File: src/hdl/socd_pkg.sv
// Shared constants, types and stick mapping for the SOCD button-to-stick mapper.
// No dependencies.
package socd_pkg;

    localparam int unsigned DIR_W  = 4;
    localparam int unsigned FACE_W = 10;
    localparam int unsigned BYTE_W = 8;
    localparam int unsigned BTN_W  = 8;

    // Bit positions in a direction field
    localparam int unsigned DIR_LEFT  = 0;
    localparam int unsigned DIR_RIGHT = 1;
    localparam int unsigned DIR_UP    = 2;
    localparam int unsigned DIR_DOWN  = 3;

    // Bit positions in the face key field
    localparam int unsigned FK_A     = 0;
    localparam int unsigned FK_B     = 1;
    localparam int unsigned FK_X     = 2;
    localparam int unsigned FK_Y1    = 3;
    localparam int unsigned FK_Y2    = 4;
    localparam int unsigned FK_Z     = 5;
    localparam int unsigned FK_L     = 6;
    localparam int unsigned FK_R1    = 7;
    localparam int unsigned FK_R2    = 8;
    localparam int unsigned FK_START = 9;

    // 128 + 80*v + 0.5 rounded down, for v = 0, 1, 0.7
    localparam logic [BYTE_W-1:0] COORD_NEUTRAL = 8'd128;
    localparam logic [BYTE_W-1:0] COORD_FULL    = 8'd208;
    localparam logic [BYTE_W-1:0] COORD_DIAG    = 8'd184;

    typedef struct packed {
        logic [BYTE_W-1:0] x;
        logic [BYTE_W-1:0] y;
    } t_xy;

    function automatic t_xy map_stick(input logic horiz, input logic neg_x,
                                      input logic vert, input logic neg_y);
        t_xy r;
        r.x = COORD_NEUTRAL;
        r.y = COORD_NEUTRAL;
        if (horiz && vert) begin
            r.x = COORD_DIAG;
            r.y = COORD_DIAG;
        end else if (horiz) begin
            r.x = COORD_FULL;
        end else if (vert) begin
            r.y = COORD_FULL;
        end
        if (horiz && neg_x) begin
            r.x = BYTE_W'(~r.x + 1'b1);
        end
        if (vert && neg_y) begin
            r.y = BYTE_W'(~r.y + 1'b1);
        end
        return r;
    endfunction

endpackage

File: src/hdl/socd_button_to_stick_mapper.sv
// SOCD button-to-stick mapper: input register, single logic stage, result register.
// Depends on socd_pkg.
// Data path: an accepted item passes from the input register through the logic stage into the result register.
// Throughput: one item per cycle while the output is not stalled; the block state update sits in the one logic stage.
// Reset (synchronous, i_rst_n low): clears both valid flags, held and blocked bits.
// Result payload registers are not reset and are meaningful only while o_valid is high.
module socd_button_to_stick_mapper (
    input  logic                          i_clk,
    input  logic                          i_rst_n,
    input  logic                          i_valid,
    output logic                          o_stall,
    input  logic [socd_pkg::DIR_W-1:0]    i_direction_keys,
    input  logic [socd_pkg::DIR_W-1:0]    i_cstick_keys,
    input  logic [socd_pkg::FACE_W-1:0]   i_face_keys,
    output logic                          o_valid,
    input  logic                          i_stall,
    output logic [socd_pkg::BYTE_W-1:0]   o_stick_x,
    output logic [socd_pkg::BYTE_W-1:0]   o_stick_y,
    output logic [socd_pkg::BYTE_W-1:0]   o_cstick_x,
    output logic [socd_pkg::BYTE_W-1:0]   o_cstick_y,
    output logic [socd_pkg::BTN_W-1:0]    o_report_buttons
);

    logic                          r_in_valid;
    logic [socd_pkg::DIR_W-1:0]    r_dir;
    logic [socd_pkg::DIR_W-1:0]    r_cst;
    logic [socd_pkg::FACE_W-1:0]   r_face;

    logic                          r_out_valid;
    socd_pkg::t_xy                 r_main;
    socd_pkg::t_xy                 r_cxy;
    logic [socd_pkg::BTN_W-1:0]    r_btn;

    logic [socd_pkg::DIR_W-1:0]    r_held;
    logic [socd_pkg::DIR_W-1:0]    r_blk;

    logic                          out_free;
    logic                          adv;
    logic                          in_take;
    logic                          both_lr;
    logic                          both_ud;
    logic [socd_pkg::DIR_W-1:0]    new_blk;
    logic [socd_pkg::DIR_W-1:0]    n_blk;
    logic [socd_pkg::DIR_W-1:0]    eff;
    logic                          c_hor;
    logic                          c_ver;
    socd_pkg::t_xy                 n_main;
    socd_pkg::t_xy                 n_cxy;
    logic [socd_pkg::BTN_W-1:0]    n_btn;

    assign out_free = !r_out_valid || !i_stall;
    assign adv      = r_in_valid && out_free;
    assign o_stall  = r_in_valid && !out_free;
    assign in_take  = i_valid && !o_stall;

    always_comb begin
        both_lr = r_dir[socd_pkg::DIR_LEFT] && r_dir[socd_pkg::DIR_RIGHT];
        both_ud = r_dir[socd_pkg::DIR_UP] && r_dir[socd_pkg::DIR_DOWN];
        new_blk = '0;
        new_blk[socd_pkg::DIR_LEFT]  = both_lr && r_held[socd_pkg::DIR_LEFT]
                                       && !r_held[socd_pkg::DIR_RIGHT];
        new_blk[socd_pkg::DIR_RIGHT] = both_lr && r_held[socd_pkg::DIR_RIGHT]
                                       && !r_held[socd_pkg::DIR_LEFT];
        new_blk[socd_pkg::DIR_UP]    = both_ud && r_held[socd_pkg::DIR_UP]
                                       && !r_held[socd_pkg::DIR_DOWN];
        new_blk[socd_pkg::DIR_DOWN]  = both_ud && r_held[socd_pkg::DIR_DOWN]
                                       && !r_held[socd_pkg::DIR_UP];
        n_blk = (r_blk | new_blk) & r_dir;
        eff   = r_dir & ~n_blk;

        n_main = socd_pkg::map_stick(
            eff[socd_pkg::DIR_LEFT] || eff[socd_pkg::DIR_RIGHT],
            !eff[socd_pkg::DIR_RIGHT],
            eff[socd_pkg::DIR_UP] || eff[socd_pkg::DIR_DOWN],
            !eff[socd_pkg::DIR_UP]);

        c_hor = r_cst[socd_pkg::DIR_LEFT] ^ r_cst[socd_pkg::DIR_RIGHT];
        c_ver = r_cst[socd_pkg::DIR_UP] ^ r_cst[socd_pkg::DIR_DOWN];
        n_cxy = socd_pkg::map_stick(c_hor, r_cst[socd_pkg::DIR_LEFT],
                                    c_ver, r_cst[socd_pkg::DIR_DOWN]);

        n_btn = {r_face[socd_pkg::FK_START],
                 r_face[socd_pkg::FK_R1] | r_face[socd_pkg::FK_R2],
                 r_face[socd_pkg::FK_L],
                 r_face[socd_pkg::FK_Z],
                 r_face[socd_pkg::FK_Y1] | r_face[socd_pkg::FK_Y2],
                 r_face[socd_pkg::FK_X],
                 r_face[socd_pkg::FK_B],
                 r_face[socd_pkg::FK_A]};
    end

    always_ff @(posedge i_clk) begin
        if (!i_rst_n) begin
            r_in_valid  <= 1'b0;
            r_out_valid <= 1'b0;
            r_held      <= '0;
            r_blk       <= '0;
        end else begin
            if (!o_stall) begin
                r_in_valid <= i_valid;
            end
            if (out_free) begin
                r_out_valid <= r_in_valid;
            end
            if (adv) begin
                r_held <= r_dir;
                r_blk  <= n_blk;
            end
        end
    end

    always_ff @(posedge i_clk) begin
        if (in_take) begin
            r_dir  <= i_direction_keys;
            r_cst  <= i_cstick_keys;
            r_face <= i_face_keys;
        end
        if (adv) begin
            r_main <= n_main;
            r_cxy  <= n_cxy;
            r_btn  <= n_btn;
        end
    end

    assign o_valid          = r_out_valid;
    assign o_stick_x        = r_main.x;
    assign o_stick_y        = r_main.y;
    assign o_cstick_x       = r_cxy.x;
    assign o_cstick_y       = r_cxy.y;
    assign o_report_buttons = r_btn;

`ifndef SYNTHESIS
    a_blk_held: assert property (@(posedge i_clk) disable iff (!i_rst_n)
        (r_blk & ~r_held) == '0)
        else $error("blocked direction not held");

    a_blk_pair: assert property (@(posedge i_clk) disable iff (!i_rst_n)
        !(r_blk[socd_pkg::DIR_LEFT] && r_blk[socd_pkg::DIR_RIGHT])
        && !(r_blk[socd_pkg::DIR_UP] && r_blk[socd_pkg::DIR_DOWN]))
        else $error("both directions of a pair blocked");

    a_diag: assert property (@(posedge i_clk) disable iff (!i_rst_n)
        (o_valid && (o_stick_x == 8'd184 || o_stick_x == 8'd72))
        |-> (o_stick_y == 8'd184 || o_stick_y == 8'd72))
        else $error("diagonal x without diagonal y");

    a_stall_src: assert property (@(posedge i_clk) disable iff (!i_rst_n)
        o_stall |-> (r_in_valid && r_out_valid && i_stall))
        else $error("input stalled without a blocked item");
`endif

endmodule

File: config.mk
export PLATFORM = sky130hd
export DESIGN_NAME = socd_button_to_stick_mapper
export DESIGN_NICKNAME = d
export VERILOG_FILES = /design/src/hdl/socd_pkg.sv /design/src/hdl/socd_button_to_stick_mapper.sv
export SDC_FILE = /design/constraint.sdc
export NUM_CORES = 1
export LEC_CHECK = 0
export ABC_CLOCK_PERIOD_IN_PS = 2400
export BUFFER_PORTS_ARGS = -buffer_cell sky130_fd_sc_hd__buf_2
export CORE_UTILIZATION = 45
export CTS_BUF_LIST = sky130_fd_sc_hd__clkbuf_4
export CTS_CLUSTER_SIZE = 16
export DETAILED_ROUTE_END_ITERATION = 7
export PLACE_DENSITY = 0.81
export RECOVER_POWER = 100
export SYNTH_ARGS = -nofsm -noshare
export SYNTH_HDL_FRONTEND = slang
export SYNTH_SLANG_ARGS = --single-unit
File: constraint.sdc
create_clock -name i_clk -period 2.4 [get_ports i_clk]
set_input_delay 0.48 -clock i_clk [delete_from_list [all_inputs] [get_ports i_clk]]
set_output_delay 0.48 -clock i_clk [all_outputs]
set_load 0.01 [all_outputs]
; Word level (Yosys, flattened, before mapping)
; Index checks and enable logic that the tools add are counted.
[word_totals]
register_bits = 68
out_inout_bits = 42
[classes]
add_sub_neg = 4
n_mux = 12
bitwise = 12
n_reduce_logical = 32
[op_table]
columns = cell, n
row1 = $mux 7, 6
row2 = $add 8x1->8 const B, 4
row3 = $mux 8, 4
row4 = $not 8->8, 4
row5 = $mux 15, 2
row6 = $logic_and 1x1->1, 19
row7 = $logic_not 1->1, 10
row8 = $and 4x4->4, 2
row9 = $not 4->4, 1
row10 = $or 4x4->4, 1
row11 = $logic_or 1x1->1, 3
row12 = $or 1x1->1, 2
row13 = $xor 1x1->1, 2

; Logic depth before layout (Yosys ltp)
; Gate-level depths: netlist of the first run.
[depth]
word_depth = 14
ltp_mapped = 5
depth_no_buf = 5

; Least setup slack after synthesis of the first run
; No wires, ideal clock.
[synth_path]
kind = input to register
start = input port i_stall
end = register r_cst[0] in the netlist's numbering (enable)
t_arrival_ps = 1557
t_required_ps = 2005
path_slack_ps = 448
path_stages = 2
n_path_buf = 0
path_cell_list = and3_1 nor2b_1
[synth_via]
elab_chain_len = 6
[synth_rtl]
columns = item, line_no
row1 = start: declaration, socd_button_to_stick_mapper.sv:16  ; input logic i_stall,
row2 = $logic_not 1->1, socd_button_to_stick_mapper.sv:51  ; assign out_free = !r_out_valid || !i_stall;
row3 = $logic_or 1x1->1, socd_button_to_stick_mapper.sv:51
row4 = $logic_not 1->1, socd_button_to_stick_mapper.sv:53  ; assign o_stall = r_in_valid && !out_free;
row5 = $logic_and 1x1->1, socd_button_to_stick_mapper.sv:53
row6 = $logic_not 1->1, -
row7 = $logic_and 1x1->1, socd_button_to_stick_mapper.sv:54  ; assign in_take = i_valid && !o_stall;
row8 = named net in_take, socd_button_to_stick_mapper.sv:39  ; logic in_take;
row9 = end signal: assignment, socd_button_to_stick_mapper.sv:115  ; r_cst <= i_cstick_keys;
row10 = end: declaration, socd_button_to_stick_mapper.sv:26  ; logic [socd_pkg::DIR_W-1:0] r_cst;
; The timed path passes the listed nets, and every way through them passes these cells.
; A chain may end at the register's enable or synchronous reset.

; Final worst setup path of the first run
[layout_path]
start = register r_out_valid (netlist: o_valid)
end = register r_face[8] in the netlist's numbering (enable)
[layout_via]
elab_chain_len = 6
[layout_rtl]
columns = item, line_no
row1 = start: declaration, socd_button_to_stick_mapper.sv:29  ; logic r_out_valid;
row2 = start signal: assignment, socd_button_to_stick_mapper.sv:103  ; r_out_valid <= r_in_valid;
row3 = $logic_not 1->1, socd_button_to_stick_mapper.sv:51
row4 = $logic_or 1x1->1, socd_button_to_stick_mapper.sv:51
row5 = $logic_not 1->1, socd_button_to_stick_mapper.sv:53
row6 = $logic_and 1x1->1, socd_button_to_stick_mapper.sv:53
row7 = $logic_not 1->1, -
row8 = $logic_and 1x1->1, socd_button_to_stick_mapper.sv:54
row9 = named net in_take, socd_button_to_stick_mapper.sv:39
row10 = end signal: assignment, socd_button_to_stick_mapper.sv:116  ; r_face <= i_face_keys;
row11 = end: declaration, socd_button_to_stick_mapper.sv:27  ; logic [socd_pkg::FACE_W-1:0] r_face;
; The timed path passes the listed nets, and every way through them passes these cells.

==> results of run 1 <==
==> where the power goes <==
group          internal (mW)  total, mW  leakage [nW]  switching [mW]
Combinational         0.0536      0.143         0.373          0.0892
Sequential              1.07       1.09         0.497          0.0177
Clock                  0.216      0.467        0.0450           0.251
==> Yosys cell counts <==
master / instances
conb_1: 1
or2_2: 2
edfxtp_1: 44
nor2b_1: 3
nand3_1: 1
o21ai_1: 2
maj3_1: 1
and2_1: 2
mux2_1: 2
a21boi_1: 3
inv_2: 1
a22oi_2: 1
o21ba_1: 1
inv_1: 8
o21a_1: 1
mux2i_1: 2
nor2_1: 10
and3_1: 1
xnor2_1: 2
a21oi_1: 7
buf_4: 14
ha_1: 2
and3b_1: 4
o21ai_0: 5
or3_1: 1
a41oi_1: 1
nand2b_1: 1
a21bo_1: 1
dfxtp_1: 10
a211oi_1: 1
a21boi_0: 1
o21ai_2: 1
nand2_1: 14
==> cells by family (layout without fill, tap and decap cells) <==
logic type / Yosys count / in the layout / share of synthesized area [%]
fa+ha+maj: 3 / 3 / 1.65
flops: 54 / 54 / 71.9
simple gates: 39 / 39 / 9.10
other cells: 1 / 12 / 0.177
mux: 4 / 4 / 2.01
xor+xnor: 2 / 2 / 0.828
compound gates: 25 / 25 / 7.80
buf+inv: 23 / 69 / 6.56
==> worst max-delay path: stages (launching register included) <==
cell      delay, ns
dfxtp_1        0.35
and3_1         0.20
nor2b_1        0.18
clkbuf_1       0.67
==> path summary, 6_finish.rpt <==
path	slack (ns)	cells past startpoint	from	end
hold / removal	0.30	1	i_face_keys[4]	r_face[4]
setup reg to reg	0.63	3	o_valid	r_face[8]
setup / recovery	0.63	3	o_valid	r_face[8]
hold reg to reg	0.43	0	r_face[9]	o_report_buttons[7]
==> layer usage <==
metal / vias to the layer above / routed length [µm] / GRT usage [%]
li1: 619 / - / -
met1: 540 / 1270 / 13.0
met2: 35 / 1380 / 20.0
met3: 2 / 137 / 3.85
met4: 0 / 14 / 5.78
met5: - / 0 / 0
==> stage by stage <==
stage / instances / util [%] / power, mW / setup slack [ns]
4_1_cts: 260 / 55.3 / 1.73 / 0.813
5_1_grt: 260 / 54.3 / 1.77 / 0.397
3_3_place_gp: 252 / 53.6 / 1.26 / 0.697
2_1_floorplan: 162 / - / 1.22 / 0.448
3_5_place_dp: 252 / 53.6 / 1.26 / 0.659
6_report: 260 / 54.3 / 1.70 / 0.631
==> registers in the layout, summed over array words and instances (netlist names) <==
register	flops
o_stick_x	5
r_in_valid	1
o_cstick_x	4
o_stick_y	4
o_report_buttons	8
r_held	4
r_blk	4
o_cstick_y	5
r_cst	4
o_valid	1
r_face	10
r_dir	4
==> cells in the final DEF, fill, tap and decap left out, types with 2 or more instances in the layout <==
cell	instances
o21ai_0	8
mux2i_1	2
nor2_1	10
dfxtp_1	10
xnor2_1	2
conb_1	12
mux2_1	2
a21boi_0	4
and3b_1	4
buf_2	21
clkbuf_4	5
or2_2	2
nor2b_1	3
a21oi_1	7
and2_0	2
inv_1	8
ha_1	2
clkbuf_1	31
clkinv_2	2
edfxtp_1	44
nand2_1	14
==> final cells by class <==
cell class / instances / area [µm²]
Sequential cell: 54 / 1520
Clock buffer: 5 / 37.5
Timing Repair Buffer: 52 / 221
Fill cell: 399 / 2030
Multi-Input combinational cell: 85 / 494
Inverter: 9 / 33.8
Clock inverter: 3 / 40.0
Tap cell: 52 / 65.1
==> results_dict.tcl, run 1 <==
set metrics [dict create \
    rsz0062_at_grt "false" \
    synth-seq-cells 54 \
    synth_top_area_share_pct 62.4 \
    synth.avg_cell_area_um2 14.0 \
    fp-row-count 24 \
    core_um2 4440 \
    pin_count 64 \
    htree_levels 2 \
    synth_area_leaders "edfxtp_1 (62%), dfxtp_1 (9.5%), buf_4 (5.0%)" \
    via_count 1196 \
    hold_ws_ns 0.296 \
    numPortBuffers 51 \
    worst-endpoint-required_ns 2.37 \
    finalInstanceArea_um2 2410 \
    final_nets 231 \
    min_period_ns 1.77 \
    status "finished, violations left" \
    clock-sinks 54 \
    crit_fanout 17 \
    finalHoldViolCount 0 \
    grt_max_degree 35 \
    synth-seq-area-share_pct 71.9 \
    wl_per_cell_um 10.8 \
    setup.worst_path.end_class "flop" \
    setup.worst_path.class "reg2reg" \
    insertion_delay_ns 0.34 \
    fin_crit_sh_pct 73.7 \
    synth_area_um2 2120 \
    slew_violations 0 \
    failed_checks "design-rule violations" \
    drtIter0Drc 67 \
    tightest_slew_ns 0.853 \
    grt_pass1_vias 1106 \
    syn_to_final_growth_pct 14.0 \
    drive_above_1_share_pct 15.9 \
    worstPathArrival_ns 1.74 \
    fmax_mhz 565 \
    firstDrtPassIters 6 \
    vdd_drop_max_mv 0.324 \
    num_antenna_cells 0 \
    cts_tree "built" \
    placed_area_um2 2380 \
    drcViolationCount 6 \
    cp-start-kind "flop" \
    grt.overflow.total 0 \
    die_w_um 70.6 \
    setup_viol 0 \
    initial_core_util_pct 47.6 \
    ctsRootBufferMaster "clkbuf_4" \
    fin_tns_setup_ns 0 \
    gp_congestion 0.728 \
    ctsHoldBuffers 0 \
    grtUsageTotal_pct 11.6 \
    grt_pass1_wl_um 4440 \
    maxCapViolations 0 \
    wl_um 2810 \
    min-delay-path-class "in2reg" \
    die_area_um2 4980 \
    ctsLongestPathBuffers 2 \
    ctsResizeCount 0 \
    syn_inst 151 \
    cts_setup_buffers 0 \
    dpl.hpwl_um 2020 \
    ant_nets 0 \
    pwr_density_cell_nw_per_um2 703 \
    netlist.top_cell.by_area "edfxtp_1" \
    cts_buffers 5 \
    relSlewSlack_pct 43.1 \
    fin_skew_ns 0.0105 \
    p_leak_nw 0.915 \
    via_per_inst 4.60 \
    clk_pin_slew_ns 0.15 \
    die_h_um 70.6 \
    ys_warn_count 0 \
    ys_types 33 \
    antenna_found_initial 0 \
]
No activity file was read; power rests on OpenSTA's default activity.
==> run 2: changes to the inputs <==
--- a/config.mk
+++ b/config.mk
@@ -5,7 +5,7 @@
 export SDC_FILE = /design/constraint.sdc
 export NUM_CORES = 1
 export LEC_CHECK = 0
-export ABC_CLOCK_PERIOD_IN_PS = 2400
+export ABC_CLOCK_PERIOD_IN_PS = 1650
 export BUFFER_PORTS_ARGS = -buffer_cell sky130_fd_sc_hd__buf_2
 export CORE_UTILIZATION = 45
 export CTS_BUF_LIST = sky130_fd_sc_hd__clkbuf_4
==> constraint.sdc (replaced) <==
create_clock -name i_clk -period 1.65 [get_ports i_clk]
set_input_delay 0.33 -clock i_clk [delete_from_list [all_inputs] [get_ports i_clk]]
set_output_delay 0.33 -clock i_clk [all_outputs]
set_load 0.01 [all_outputs]
==> run 2 against run 1 <==
The flow still finishes with violations (design-rule violations). Fmax rose by 17%. Final cell count rose by 0.77%. Combinational power grew 48%. Setup slack worse by 0.49 ns. Hold slack worse by 0.17 ns. Die area is the same. Sequential cell count unchanged. Via count rose by 3.3%. Global-route usage grew 0.27 points.
==> results_dict.tcl, run 2 (synthesis results as in run 1) <==
set metrics [dict create \
    p_leak_nw 0.923 \
    pin_count 64 \
    core_um2 4440 \
    ctsRootBufferMaster "clkbuf_4" \
    power.switching_uw 528 \
    finalHoldViolCount 0 \
    die_w_um 70.6 \
    critPathSlowestCell "edfxtp_1" \
    via_per_inst 4.72 \
    drcViolationCount 4 \
    final_common_cell "edfxtp_1" \
    post-route-util_pct 54.4 \
    fin_crit_sh_pct 91.6 \
    drive_above_1_share_pct 17.6 \
    hold_ws_ns 0.130 \
    grt_pass1_wl_um 4550 \
    grt_pass1_vias 1100 \
    via_count 1236 \
    swShare_pct 22.5 \
    setup_slack_ns 0.138 \
    cts_tree "built" \
    setup.worst_path.class "reg2reg" \
    cp-start-kind "flop" \
    combPwrFrac_pct 9.0 \
    dp.cells 254 \
    crit_fanout 5 \
    syn_to_final_growth_pct 14.2 \
    ant_nets 0 \
    finalInstanceArea_um2 2420 \
    top_register "r_face" \
    maxCapViolations 0 \
    p_seq_share_pct 67.2 \
    min-delay-path-class "in2reg" \
    wl_um 2810 \
    cts_setup_buffers 0 \
    setup.worst_path.end_class "flop" \
    worstPathArrival_ns 1.64 \
    cp_cell_sequence "and3b_1 > a22oi_2 > o21ai_2 > mux2_1" \
    fillers 396 \
    grt_max_degree 31 \
    dpl.hpwl_um 1980 \
    fmax_mhz 662 \
    fp-row-count 24 \
    wl_per_cell_um 10.7 \
    largest_reg_flops 10 \
    final_cell_mix "edfxtp_1 (44), clkbuf_1 (30), buf_2 (21)" \
    cts_buffers 5 \
    num_antenna_cells 0 \
    grtUsageTotal_pct 11.9 \
    insertion_delay_ns 0.36 \
    fin_tns_setup_ns 0 \
    final_nets 233 \
    power_frac_clock_pct 23.7 \
    internal_power_mw 1.82 \
    failed_checks "design-rule violations" \
    placed_area_um2 2420 \
    fin_cells 262 \
    vdd_drop_max_mv 0.488 \
    ctsLongestPathBuffers 2 \
    place_worst_setup_slack_ns 0.130 \
    clk_pin_slew_ns 0.15 \
    numPortBuffers 51 \
    p_total_mw 2.35 \
    ctsHoldBuffers 0 \
    pwr_density_cell_nw_per_um2 973 \
    min_period_ns 1.51 \
    htree_levels 2 \
    firstDrtPassIters 6 \
    slew_violations 0 \
    drtIter0Drc 99 \
    critPathMaxStageDelay_ns 0.44 \
    worst-endpoint-required_ns 1.78 \
    clock-sinks 54 \
    rsz0062_at_grt "false" \
    gp_congestion 0.730 \
    die_h_um 70.6 \
    ctsResizeCount 0 \
    die_area_um2 4980 \
    status "finished, violations left" \
    antenna_found_initial 0 \
    initial_core_util_pct 47.6 \
    grt.overflow.total 0 \
    fin_skew_ns 0.0172 \
    setup_viol 0 \
]
-- run 2: power by group through the flow --
stage	sequential, mW	clock [mW]	combinational, mW
2_1_floorplan	1.63	0	0.145
3_3_place_gp	1.61	0	0.231
3_5_place_dp	1.61	0	0.236
4_1_cts	1.58	0.582	0.236
5_1_grt	1.59	0.635	0.239
6_report	1.58	0.558	0.212
-- run 2: critical path: cells and delay by family (launching register included) --
kind / cells / cell delay (ns)
compound gates: 2 / 0.32
flops: 1 / 0.44
mux: 1 / 0.32
simple gates: 1 / 0.22
-- run 2: per-layer routing --
layer,GRT usage [%],vias up,share of wire (%)
met2,20.3,53,46
met3,4.56,6,8.1
met4,6.00,0,1.8
met1,13.0,552,44
met5,0,-,0
li1,-,625,-
-- run 2: area by class of cell --
class | instances | area, µm² | share of cell area [%]
inverters | 9 | 33.8 | 1.40
clock inverters | 2 | 13.8 | 0.569
clock buffers | 6 | 45.0 | 1.86
well taps | 52 | 65.1 | 2.69
repair buffers | 54 | 238 | 9.83
multi-input cells | 85 | 500 | 20.7
flip-flops and latches | 54 | 1520 | 62.9
-- run 2: worst paths after layout --
check / start / end / slack, ns / depth (start not counted)
max: r_dir[3] / o_stick_x[6] / 0.14 / 4
min: i_face_keys[2] / r_face[2] / 0.13 / 1
max reg2reg: r_dir[3] / o_stick_x[6] / 0.14 / 4
min reg2reg: r_face[0] / o_report_buttons[0] / 0.44 / 0
